[config.mk]
export PLATFORM = sky130hd
export DESIGN_NAME = sgi_div_cell
export DESIGN_NICKNAME = d
export VERILOG_FILES = /design/src/hdl/sgi_pkg.sv /design/src/hdl/sgi_div_cell.sv
export SDC_FILE = /design/constraint.sdc
export NUM_CORES = 1
export LEC_CHECK = 0
export ABC_AREA = 1
export BUFFER_PORTS_ARGS = -buffer_cell sky130_fd_sc_hd__buf_2
export CAP_MARGIN = 20
export CORE_ASPECT_RATIO = 1.2
export CORE_MARGIN = 8
export CORE_UTILIZATION = 53
export CTS_CLUSTER_DIAMETER = 50
export DETAILED_ROUTE_END_ITERATION = 10
export PLACE_DENSITY = 0.82
export SYNTH_ARGS = -nofsm -noshare
export SYNTH_HDL_FRONTEND = slang
export SYNTH_SLANG_ARGS = --single-unit
[constraint.sdc]
create_clock -name clk_i -period 6.45 [get_ports clk_i]
set_clock_uncertainty 0.2 [all_clocks]
set_input_delay 0.9675 -clock clk_i [delete_from_list [all_inputs] [get_ports clk_i]]
set_output_delay 0.9675 -clock clk_i [all_outputs]
set_load 0.02 [all_outputs]
[src/hdl/sgi_pkg.sv]
// ----------------------------------------------------------------------------
// sgi_pkg: shared types for the segment intersection core
// Holds the per-request control group that travels down the pipeline.
// ----------------------------------------------------------------------------
`default_nettype none

package sgi_pkg;

  // Control bits that ride along with each request through the divider row.
  typedef struct packed {
    logic hit;
    logic neg_x;
    logic neg_y;
  } sgi_ctl_t;

endpackage

`default_nettype wire

[src/hdl/sgi_div_cell.sv]
// ----------------------------------------------------------------------------
// sgi_div_cell: one restoring division step for both axes
// Each cell retires one quotient bit and hands the request to the next cell.
// ----------------------------------------------------------------------------
`default_nettype none

module sgi_div_cell #(
  parameter int C = 16
) (
  input  wire logic               clk_i,
  input  wire logic               rst_ni,
  input  wire logic               valid_i,
  output logic                    ready_o,
  input  wire logic [3*C+3:0]     wx_i,
  input  wire logic [3*C+3:0]     wy_i,
  input  wire logic [2*C+2:0]     den_i,
  input  wire logic [C-1:0]       base_x_i,
  input  wire logic [C-1:0]       base_y_i,
  input  wire sgi_pkg::sgi_ctl_t  ctl_i,
  output logic                    valid_o,
  input  wire logic               ready_i,
  output logic [3*C+3:0]          wx_o,
  output logic [3*C+3:0]          wy_o,
  output logic [2*C+2:0]          den_o,
  output logic [C-1:0]            base_x_o,
  output logic [C-1:0]            base_y_o,
  output sgi_pkg::sgi_ctl_t       ctl_o
);

  localparam int DW = 2*C + 3;
  localparam int NW = 3*C + 4;

  logic v_q, en;
  assign en      = !v_q || ready_i;
  assign ready_o = en;
  assign valid_o = v_q;

  always_ff @(posedge clk_i or negedge rst_ni) begin
    if (!rst_ni) begin
      v_q <= 1'b0;
    end else if (en) begin
      v_q <= valid_i;
    end
  end

  // The word holds the partial remainder on top, then the dividend bits still
  // to come, then the quotient bits found so far.
  function automatic logic [NW-1:0] div_step(logic [NW-1:0] w, logic [DW-1:0] d);
    logic [DW:0] cand;
    logic [DW:0] diff;
    logic        take;
    cand = w[NW-1:C];
    diff = cand - {1'b0, d};
    take = (cand >= {1'b0, d});
    return {take ? diff[DW-1:0] : cand[DW-1:0], w[C-1:0], take};
  endfunction

  always_ff @(posedge clk_i) begin
    if (en) begin
      wx_o     <= div_step(wx_i, den_i);
      wy_o     <= div_step(wy_i, den_i);
      den_o    <= den_i;
      base_x_o <= base_x_i;
      base_y_o <= base_y_i;
      ctl_o    <= ctl_i;
    end
  end

endmodule

`default_nettype wire

Word level (Yosys, flattened, before mapping)
Cells that the tools add are included.
W data, S select, Z words.
- $add $sub $neg: 2
- multipliers: 0
- div/mod/pow operators: 0
- $lt $le $gt $ge: 2
- eq/ne operators: 0
- shifts and indexed selects: 0
- muxes and demuxes: 2
- bitwise gates (word level): 0
- reductions and logical operators: 2
- operator list (kind ; count):
    $ge A36 B35 Y1 ; 2
    $mux W35 ; 2
    $sub A35 B35 Y35 ; 2
    $logic_not A1 Y1 ; 1
    $logic_or A1 B1 Y1 ; 1
- flip-flop bits (word level): 175
- bits in latches: 0
- memory bits (writable): 0
- memory bits (read-only): 0
- memories kept: 0

Longest topological paths before layout
Gate-level depths: netlist of run 1.
- depth after elaboration: 2
- gate-level depth with buffers: 16
- depth with buffers taken out: 15

Worst setup path after synthesis of run 1
OpenSTA, ideal clock, no wires.
- path kind: input -> output
- start: input ready_i
- end: output ready_o
- data arrival time: 4799 ps
- slack: 483 ps
- stages: 2
- cell sequence: inv_1 -> nand2_1
- cells in the longest elaborated chain, start to end: 1
- RTL lines (item ; RTL line ; source):
    start, declared ; sgi_div_cell.sv:21 ; input wire logic ready_i,
    $logic_or A1 B1 Y1 ; sgi_div_cell.sv:34 ; assign en = !v_q || ready_i;
    end, declared ; sgi_div_cell.sv:13 ; output logic ready_o,
No other way between the ends.

Final worst setup path of run 1
- start: input den_i[26]
- end: register wy_o[34] (data pin)
- cells in the longest elaborated chain, start to end: 2
- RTL lines (item ; RTL line ; source):
    start, declared ; sgi_div_cell.sv:16 ; input wire logic [2*C+2:0] den_i,
    $ge A36 B35 Y1 ; sgi_div_cell.sv:54 ; take = (cand >= {1'b0, d});
    $mux W35 ; sgi_div_cell.sv:55 ; return {take ? diff[DW-1:0] : cand[DW-1:0], w[C-1:0], take};
    end signal, assigned ; sgi_div_cell.sv:61 ; wy_o <= div_step(wy_i, den_i);
    end, declared ; sgi_div_cell.sv:23 ; output logic [3*C+3:0] wy_o,
No other way between the ends.
A chain may end at the register's enable or synchronous reset.

==> flow_metrics.env, run 1 <==
export IMPL_vdd_ir_drop_max_mv=0.191
export IMPL_numCtsBuffers=17
export IMPL_io_buffer_count=353
export IMPL_groute_layer_met3_usage_pct=5.28
export IMPL_fin_worst_hold_slack_ns=0.0846
export IMPL_grt_usage_pct=29.4
export IMPL_critical_path_n_buffers_inverters=3
export IMPL_internal_power_mw=2.26
export IMPL_path_clk_slew_ns=0.08
export IMPL_share_of_post_route_cells_with_drive_strength_above_1_pct=24.1
export IMPL_most_frequent_standard_cell_in_the_layout_excluding_fill_and_tap_cells="sky130_fd_sc_hd__nand2_1"
export IMPL_cts_max_path_buffers=2
export IMPL_most_common_layout_cells="549 x sky130_fd_sc_hd__nand2_1, 353 x sky130_fd_sc_hd__buf_2, 248 x sky130_fd_sc_hd__inv_1"
export IMPL_critical_path_cell_chain="buf_2, inv_1, ha_1, nand2_1, inv_1, a21oi_1, nand2_1, a21oi_4, nand4_4, nand2_1, o21ai_0"
export IMPL_post_synth_edffs=174
export IMPL_netlist_top_cells_area="sky130_fd_sc_hd__edfxtp_1 45%, sky130_fd_sc_hd__nand2_1 18%, sky130_fd_sc_hd__inv_1 7.9%"
export IMPL_firstDrtPassIters=5
export IMPL_multi_input_gate_area_mm2=0.00536
export IMPL_cp_data_required_time_ns=6.40
export IMPL_r2r_end="base_y_o[9]$_DFFE_PP_"
export IMPL_h_tree_depth=4
export IMPL_power_frac_comb_pct=29.2
export IMPL_sw_share_pct=35.8
export IMPL_critical_path_peak_fanout=59
export IMPL_floorplan_initialDensity_pct=54.0
export IMPL_ant_nets=0
export IMPL_floorplan_core_area_mm2=0.0217
export IMPL_synth_largest_area_cell="sky130_fd_sc_hd__edfxtp_1"
export IMPL_timing_reg2reg_worst_path_depth=2
export IMPL_cpMaxStageDelayCell="sky130_fd_sc_hd__nand4_4"
export IMPL_worst_r2r_startpoint="valid_o$_DFFE_PN0P_"
export IMPL_hpwl_mm=33.7
export IMPL_busiest_layer="met2"
export IMPL_ffs_latches_synth=175
export IMPL_clock_fmax_mhz=267
export IMPL_synth_seq_area_share_pct=44.8
export IMPL_syn_avg_cell_area_um2=7.88
export IMPL_synth_fp_nets=1736
export IMPL_power_per_standard_cell_area_mw_per_mm2=246
export IMPL_chip_height_um=179
export IMPL_cts_num_sinks=175
export IMPL_die_width_um=152
export IMPL_maxSlewViolCount=0
export IMPL_route_detailed_vias_per_inst=5.23
export IMPL_via_count=11144
export IMPL_synth_async_reset_ratio_pct=0.571
export IMPL_routed_wl_mm=40.7
export IMPL_worstHoldPathType="input pin to asynchronous set/reset pin"
export IMPL_gr_total_overflow=0
export IMPL_power_leakage_nw=7.56
export IMPL_grtUsageMet1_pct=33.1
export IMPL_cp_end_kind="register"
export IMPL_layout_worst_path_cycle_share_pct=58.1
export IMPL_first_global_vias=11149
export IMPL_tritoncts="built"
export IMPL_clockRootBuffer="sky130_fd_sc_hd__clkbuf_16"
export IMPL_holdBufCountCts=0
export IMPL_worstSetupPathType="input pin to register"
export IMPL_gpl_final_weighted_congestion=0.952
export IMPL_synth_instances=1486
export IMPL_tightestPinTransition_ns=0.971
export IMPL_area_growth_syn_to_layout_pct=22.1
export IMPL_p_total_mw=3.51
export IMPL_synth_area_mm2=0.0117
export IMPL_finish_cell_count_without_fillers=2132
export IMPL_area_sequential_mm2=0.00525
export IMPL_cts_repair_resized=0
export IMPL_rsz_0062_raised_after_global_routing="false"
export IMPL_die_area_mm2=0.0271
export IMPL_min_period_ns=3.75
export IMPL_timing_max_slew_rel_slack_pct=35.3
export IMPL_setup_slack_ns=2.70
export IMPL_cts_post_setup_buffers_inserted=0
export IMPL_max_cap_violations=0
export IMPL_met2_usage_pct=53.6
export IMPL_pwr_share_seq_pct=41.2
export IMPL_critical_path_top_delay_family="simple AND/OR/NAND/NOR gates"
export IMPL_final_net_count=2093
export IMPL_dp_cells=2098
export IMPL_report_final_hold_viol_count=0
export IMPL_place_area_mm2=0.0137
export IMPL_timing_critical_path_from_type="input pin"
export IMPL_design_portCount=354
export IMPL_grt_antenna_before_repair=1
export IMPL_grt_max_degree=141
export IMPL_path_common_cell="sky130_fd_sc_hd__nand2_1"
export IMPL_ff2ff_setup_slack_ns=4.20
export IMPL_synth_flop_cell="sky130_fd_sc_hd__edfxtp_1"
export IMPL_grt_pass1_wl_mm=59.9
export IMPL_synth_distinct_cells=39
export IMPL_clk_latency_ns=0.44
export IMPL_placement_setup_worst_slack_ns=2.29
export IMPL_yosysWarnings=0
export IMPL_power_net_switching_mw=1.26
export IMPL_fp_row_count=59
export IMPL_fin_setup_tns_ns=0
export IMPL_fill_cells=1913
export IMPL_detailedRoute_firstIterationViolations=907
export IMPL_route_detailed_wl_per_inst_um=19.1
export IMPL_postLayoutCellArea_mm2=0.0143
export IMPL_post_synth_top_area_fraction_pct=44.6
export IMPL_outcome="complete, no violations"
export IMPL_detail_route_drc_violations=0
export IMPL_final_core_util_pct=65.9
export IMPL_arrival_time_at_the_worst_endpoint_ns=3.70
export IMPL_finalSetupViolCount=0
export IMPL_critical_path_max_stage_delay_ns=0.81
export IMPL_p_clk_share_pct=29.6
==> layer usage <==
metal / vias to the layer above / part of all wire [%]
met5: - / 0
li1: 5457 / -
met2: 461 / 51
met3: 81 / 8.0
met1: 5145 / 37
met4: 0 / 3.4
==> final cells by class <==
type | instances | area share [%]
Multi-Input combinational cell | 1037 | 37.5
Antenna cell | 2 | 0.0350
Inverter | 258 | 6.79
Clock buffer | 17 | 2.97
Timing Repair Buffer | 354 | 12.5
Tap cell | 274 | 2.40
Sequential cell | 175 | 36.7
Clock inverter | 15 | 1.15
==> power by group through the flow <==
stage	sequential [mW]	clock (mW)	combinational (mW)
3_5_place_dp	1.47	0	1.02
5_1_grt	1.46	1.09	1.12
3_3_place_gp	1.47	0	1.00
2_1_floorplan	1.64	0	0.503
6_report	1.45	1.04	1.03
4_1_cts	1.45	1.05	1.02
==> registers in the layout (all words and copies together) (netlist names) <==
register / cells
wx_o: 52
wy_o: 52
den_o: 35
base_x_o: 16
base_y_o: 16
ctl_o: 3
valid_o: 1
==> kinds of logic after synthesis <==
kind of cell | synth area share [%]
AOI/OAI and AO/OA | 5.16
xor gates and xnor gates | 2.69
adders and majority gates | 7.82
buffers and inverters | 9.47
DFF | 44.8
and+or+nand+nor | 30.0
==> cells in the mapped netlist (12+ instances only) <==
master	number
sky130_fd_sc_hd__inv_1	248
sky130_fd_sc_hd__nor2_1	114
sky130_fd_sc_hd__nand4_1	19
sky130_fd_sc_hd__xor2_1	29
sky130_fd_sc_hd__nand3_1	54
sky130_fd_sc_hd__edfxtp_1	174
sky130_fd_sc_hd__o21ai_0	40
sky130_fd_sc_hd__a21oi_1	53
sky130_fd_sc_hd__o21bai_1	12
sky130_fd_sc_hd__nand3_2	22
sky130_fd_sc_hd__nand3b_1	14
sky130_fd_sc_hd__nand2_1	550
sky130_fd_sc_hd__ha_1	70
sky130_fd_sc_hd__nor3_1	17
==> worst register-to-register path, cell delays in order, from the launching register on <==
cell,delay (ns)
sky130_fd_sc_hd__dfrtp_1,0.43
sky130_fd_sc_hd__nand2_4,0.43
sky130_fd_sc_hd__buf_12,0.46
==> worst max path at each step <==
stage                          to  depth (start not counted)  slack, ns      start
2_1_floorplan             ready_o                          2       0.48    ready_i
3_3_place_gp   wy_o[51]$_DFFE_PP_                         11       2.43  den_i[27]
3_5_place_dp   wy_o[34]$_DFFE_PP_                         11       2.29  den_i[27]
4_1_cts        wy_o[34]$_DFFE_PP_                         11       2.74  den_i[27]
5_1_grt        wy_o[34]$_DFFE_PP_                         11       2.46  den_i[27]
6_report       wy_o[34]$_DFFE_PP_                         11       2.70  den_i[26]
(Power assumes the default switching activity.)
==> inputs of run 2 (changes only) <==
Clock period 6.45 ns to 3.6 ns, I/O delays scaled along.
==> flow_metrics.env, run 2 (synthesis gave the netlist of run 1 again) <==
export IMPL_cts_max_path_buffers=2
export IMPL_floorplan_core_area_mm2=0.0217
export IMPL_hpwl_mm=33.7
export IMPL_final_net_count=2101
export IMPL_postLayoutCellArea_mm2=0.0144
export IMPL_place_area_mm2=0.0138
export IMPL_finalSetupViolCount=0
export IMPL_fill_cells=1899
export IMPL_chip_height_um=179
export IMPL_critical_path_peak_fanout=37
export IMPL_layout_worst_path_cycle_share_pct=80.3
export IMPL_power_leakage_nw=7.61
export IMPL_detailedRoute_firstIterationViolations=759
export IMPL_power_net_switching_mw=2.23
export IMPL_path_clk_slew_ns=0.08
export IMPL_rsz_0062_raised_after_global_routing="false"
export IMPL_sw_share_pct=35.6
export IMPL_cp_data_required_time_ns=3.57
export IMPL_grt_max_degree=79
export IMPL_timing_max_slew_rel_slack_pct=62.9
export IMPL_cts_post_setup_buffers_inserted=0
export IMPL_top_regs="wx_o: 52 flops, wy_o: 52 flops, den_o: 35 flops"
export IMPL_numCtsBuffers=17
export IMPL_gpl_final_weighted_congestion=0.949
export IMPL_timing_critical_path_from_type="input pin"
export IMPL_route_detailed_wl_per_inst_um=18.8
export IMPL_tritoncts="built"
export IMPL_detail_route_drc_violations=0
export IMPL_pwr_share_seq_pct=41.2
export IMPL_routed_wl_mm=40.3
export IMPL_die_width_um=152
export IMPL_area_growth_syn_to_layout_pct=22.9
export IMPL_grt_usage_pct=29.1
export IMPL_maxSlewViolCount=0
export IMPL_design_portCount=354
export IMPL_tightestPinTransition_ns=0.551
export IMPL_firstDrtPassIters=5
export IMPL_final_core_util_pct=66.3
export IMPL_p_total_mw=6.28
export IMPL_cp_end_kind="register"
export IMPL_max_cap_violations=0
export IMPL_share_of_post_route_cells_with_drive_strength_above_1_pct=24.4
export IMPL_outcome="complete, no violations"
export IMPL_first_global_vias=11094
export IMPL_die_area_mm2=0.0271
export IMPL_most_common_layout_cells="549 x sky130_fd_sc_hd__nand2_1, 353 x sky130_fd_sc_hd__buf_2, 248 x sky130_fd_sc_hd__inv_1"
export IMPL_h_tree_depth=4
export IMPL_power_frac_comb_pct=29.3
export IMPL_fin_setup_tns_ns=0
export IMPL_io_buffer_count=353
export IMPL_p_clk_share_pct=29.5
export IMPL_power_per_standard_cell_area_mw_per_mm2=436
export IMPL_dp_cells=2105
export IMPL_worstHoldPathType="input pin to register"
export IMPL_fp_row_count=59
export IMPL_internal_power_mw=4.05
export IMPL_clk_latency_ns=0.43
export IMPL_clock_fmax_mhz=346
export IMPL_most_frequent_standard_cell_in_the_layout_excluding_fill_and_tap_cells="sky130_fd_sc_hd__nand2_1"
export IMPL_finish_cell_count_without_fillers=2141
export IMPL_report_final_hold_viol_count=0
export IMPL_via_count=11206
export IMPL_floorplan_initialDensity_pct=54.0
export IMPL_grt_antenna_before_repair=3
export IMPL_grt_pass1_wl_mm=59.6
export IMPL_vdd_ir_drop_max_mv=0.336
export IMPL_min_period_ns=2.89
export IMPL_cts_num_sinks=175
export IMPL_cts_repair_resized=0
export IMPL_worstSetupPathType="input pin to register"
export IMPL_route_detailed_vias_per_inst=5.23
export IMPL_ant_nets=0
export IMPL_arrival_time_at_the_worst_endpoint_ns=2.86
export IMPL_clockRootBuffer="sky130_fd_sc_hd__clkbuf_16"
export IMPL_gr_total_overflow=0
## run 2: cell count changes in the layout (fill, tap and decap cells not counted), sizes merged
cell         change
inv              -2
dlygate4sd3      +1
buf              +7
clkinvlp         -1
diode            +1
clkinv           +3
## run 2: cell type report
cell class,count,area (µm²),area share [%]
Sequential cell,175,5250,36.5
Multi-Input combinational cell,1037,5370,37.3
Clock inverter,15,165,1.15
Inverter,258,971,6.75
Antenna cell,3,7.51,0.0522
Tap cell,274,343,2.38
Timing Repair Buffer,362,1860,12.9
Clock buffer,17,425,2.96
## run 2: worst max-delay path, cell delays in order
cell and delay, ns:
sky130_fd_sc_hd__buf_2 0.10, sky130_fd_sc_hd__inv_1 0.15, sky130_fd_sc_hd__ha_1 0.31, sky130_fd_sc_hd__nand2_1 0.14, sky130_fd_sc_hd__inv_1 0.05, sky130_fd_sc_hd__a21oi_1 0.18
sky130_fd_sc_hd__nand2_1 0.14, sky130_fd_sc_hd__a21oi_4 0.40, sky130_fd_sc_hd__nand4_4 0.36, sky130_fd_sc_hd__buf_12 0.28, sky130_fd_sc_hd__nand2_1 0.09, sky130_fd_sc_hd__o21ai_0 0.11
## run 2: what timing repair did
item,CTS,global route
endpoints found under the setup margin,0,0
endpoints found under the hold margin,1,0
hold buffers,1,0
## run 2: layer usage
layer	track usage [%]	vias up	share of wire, %
met5	0	-	0
met4	13.1	0	4.2
met3	5.45	90	8.3
met2	52.4	485	51
met1	32.5	5148	37
li1	-	5483	-
## run 2: path summary, 6_finish.rpt
check | to | cells past startpoint | from | slack, ns
worst max-delay path | wy_o[32]$_DFFE_PP_ | 12 | den_i[26] | 0.71
worst min register to register | base_y_o[6]$_DFFE_PP_ | 1 | valid_o$_DFFE_PN0P_ | 0.77
worst min-delay path | base_x_o[15]$_DFFE_PP_ | 1 | base_x_i[15] | 0.07
max in group asynchronous | valid_o$_DFFE_PN0P_ | 2 | rst_ni | 2.90
min in group asynchronous | valid_o$_DFFE_PN0P_ | 2 | rst_ni | 0.22
worst max register to register | wx_o[41]$_DFFE_PP_ | 2 | valid_o$_DFFE_PN0P_ | 1.77
## run 2: through the flow
step                setup slack [ns]  hold WS, ns
floorplan                      0.146       0.0444
global placement               0.413        0.116
detailed placement             0.323        0.117
CTS                            0.766       0.0581
global route                   0.575       0.0535
finish                         0.707       0.0683
## run 2: power by group through the flow
stage	combinational [mW]	clock, mW	sequential [mW]
6_report	1.84	1.85	2.59
5_1_grt	2.01	1.95	2.61
4_1_cts	1.84	1.88	2.59
3_5_place_dp	1.83	0	2.63
3_3_place_gp	1.80	0	2.63
2_1_floorplan	0.901	0	2.93
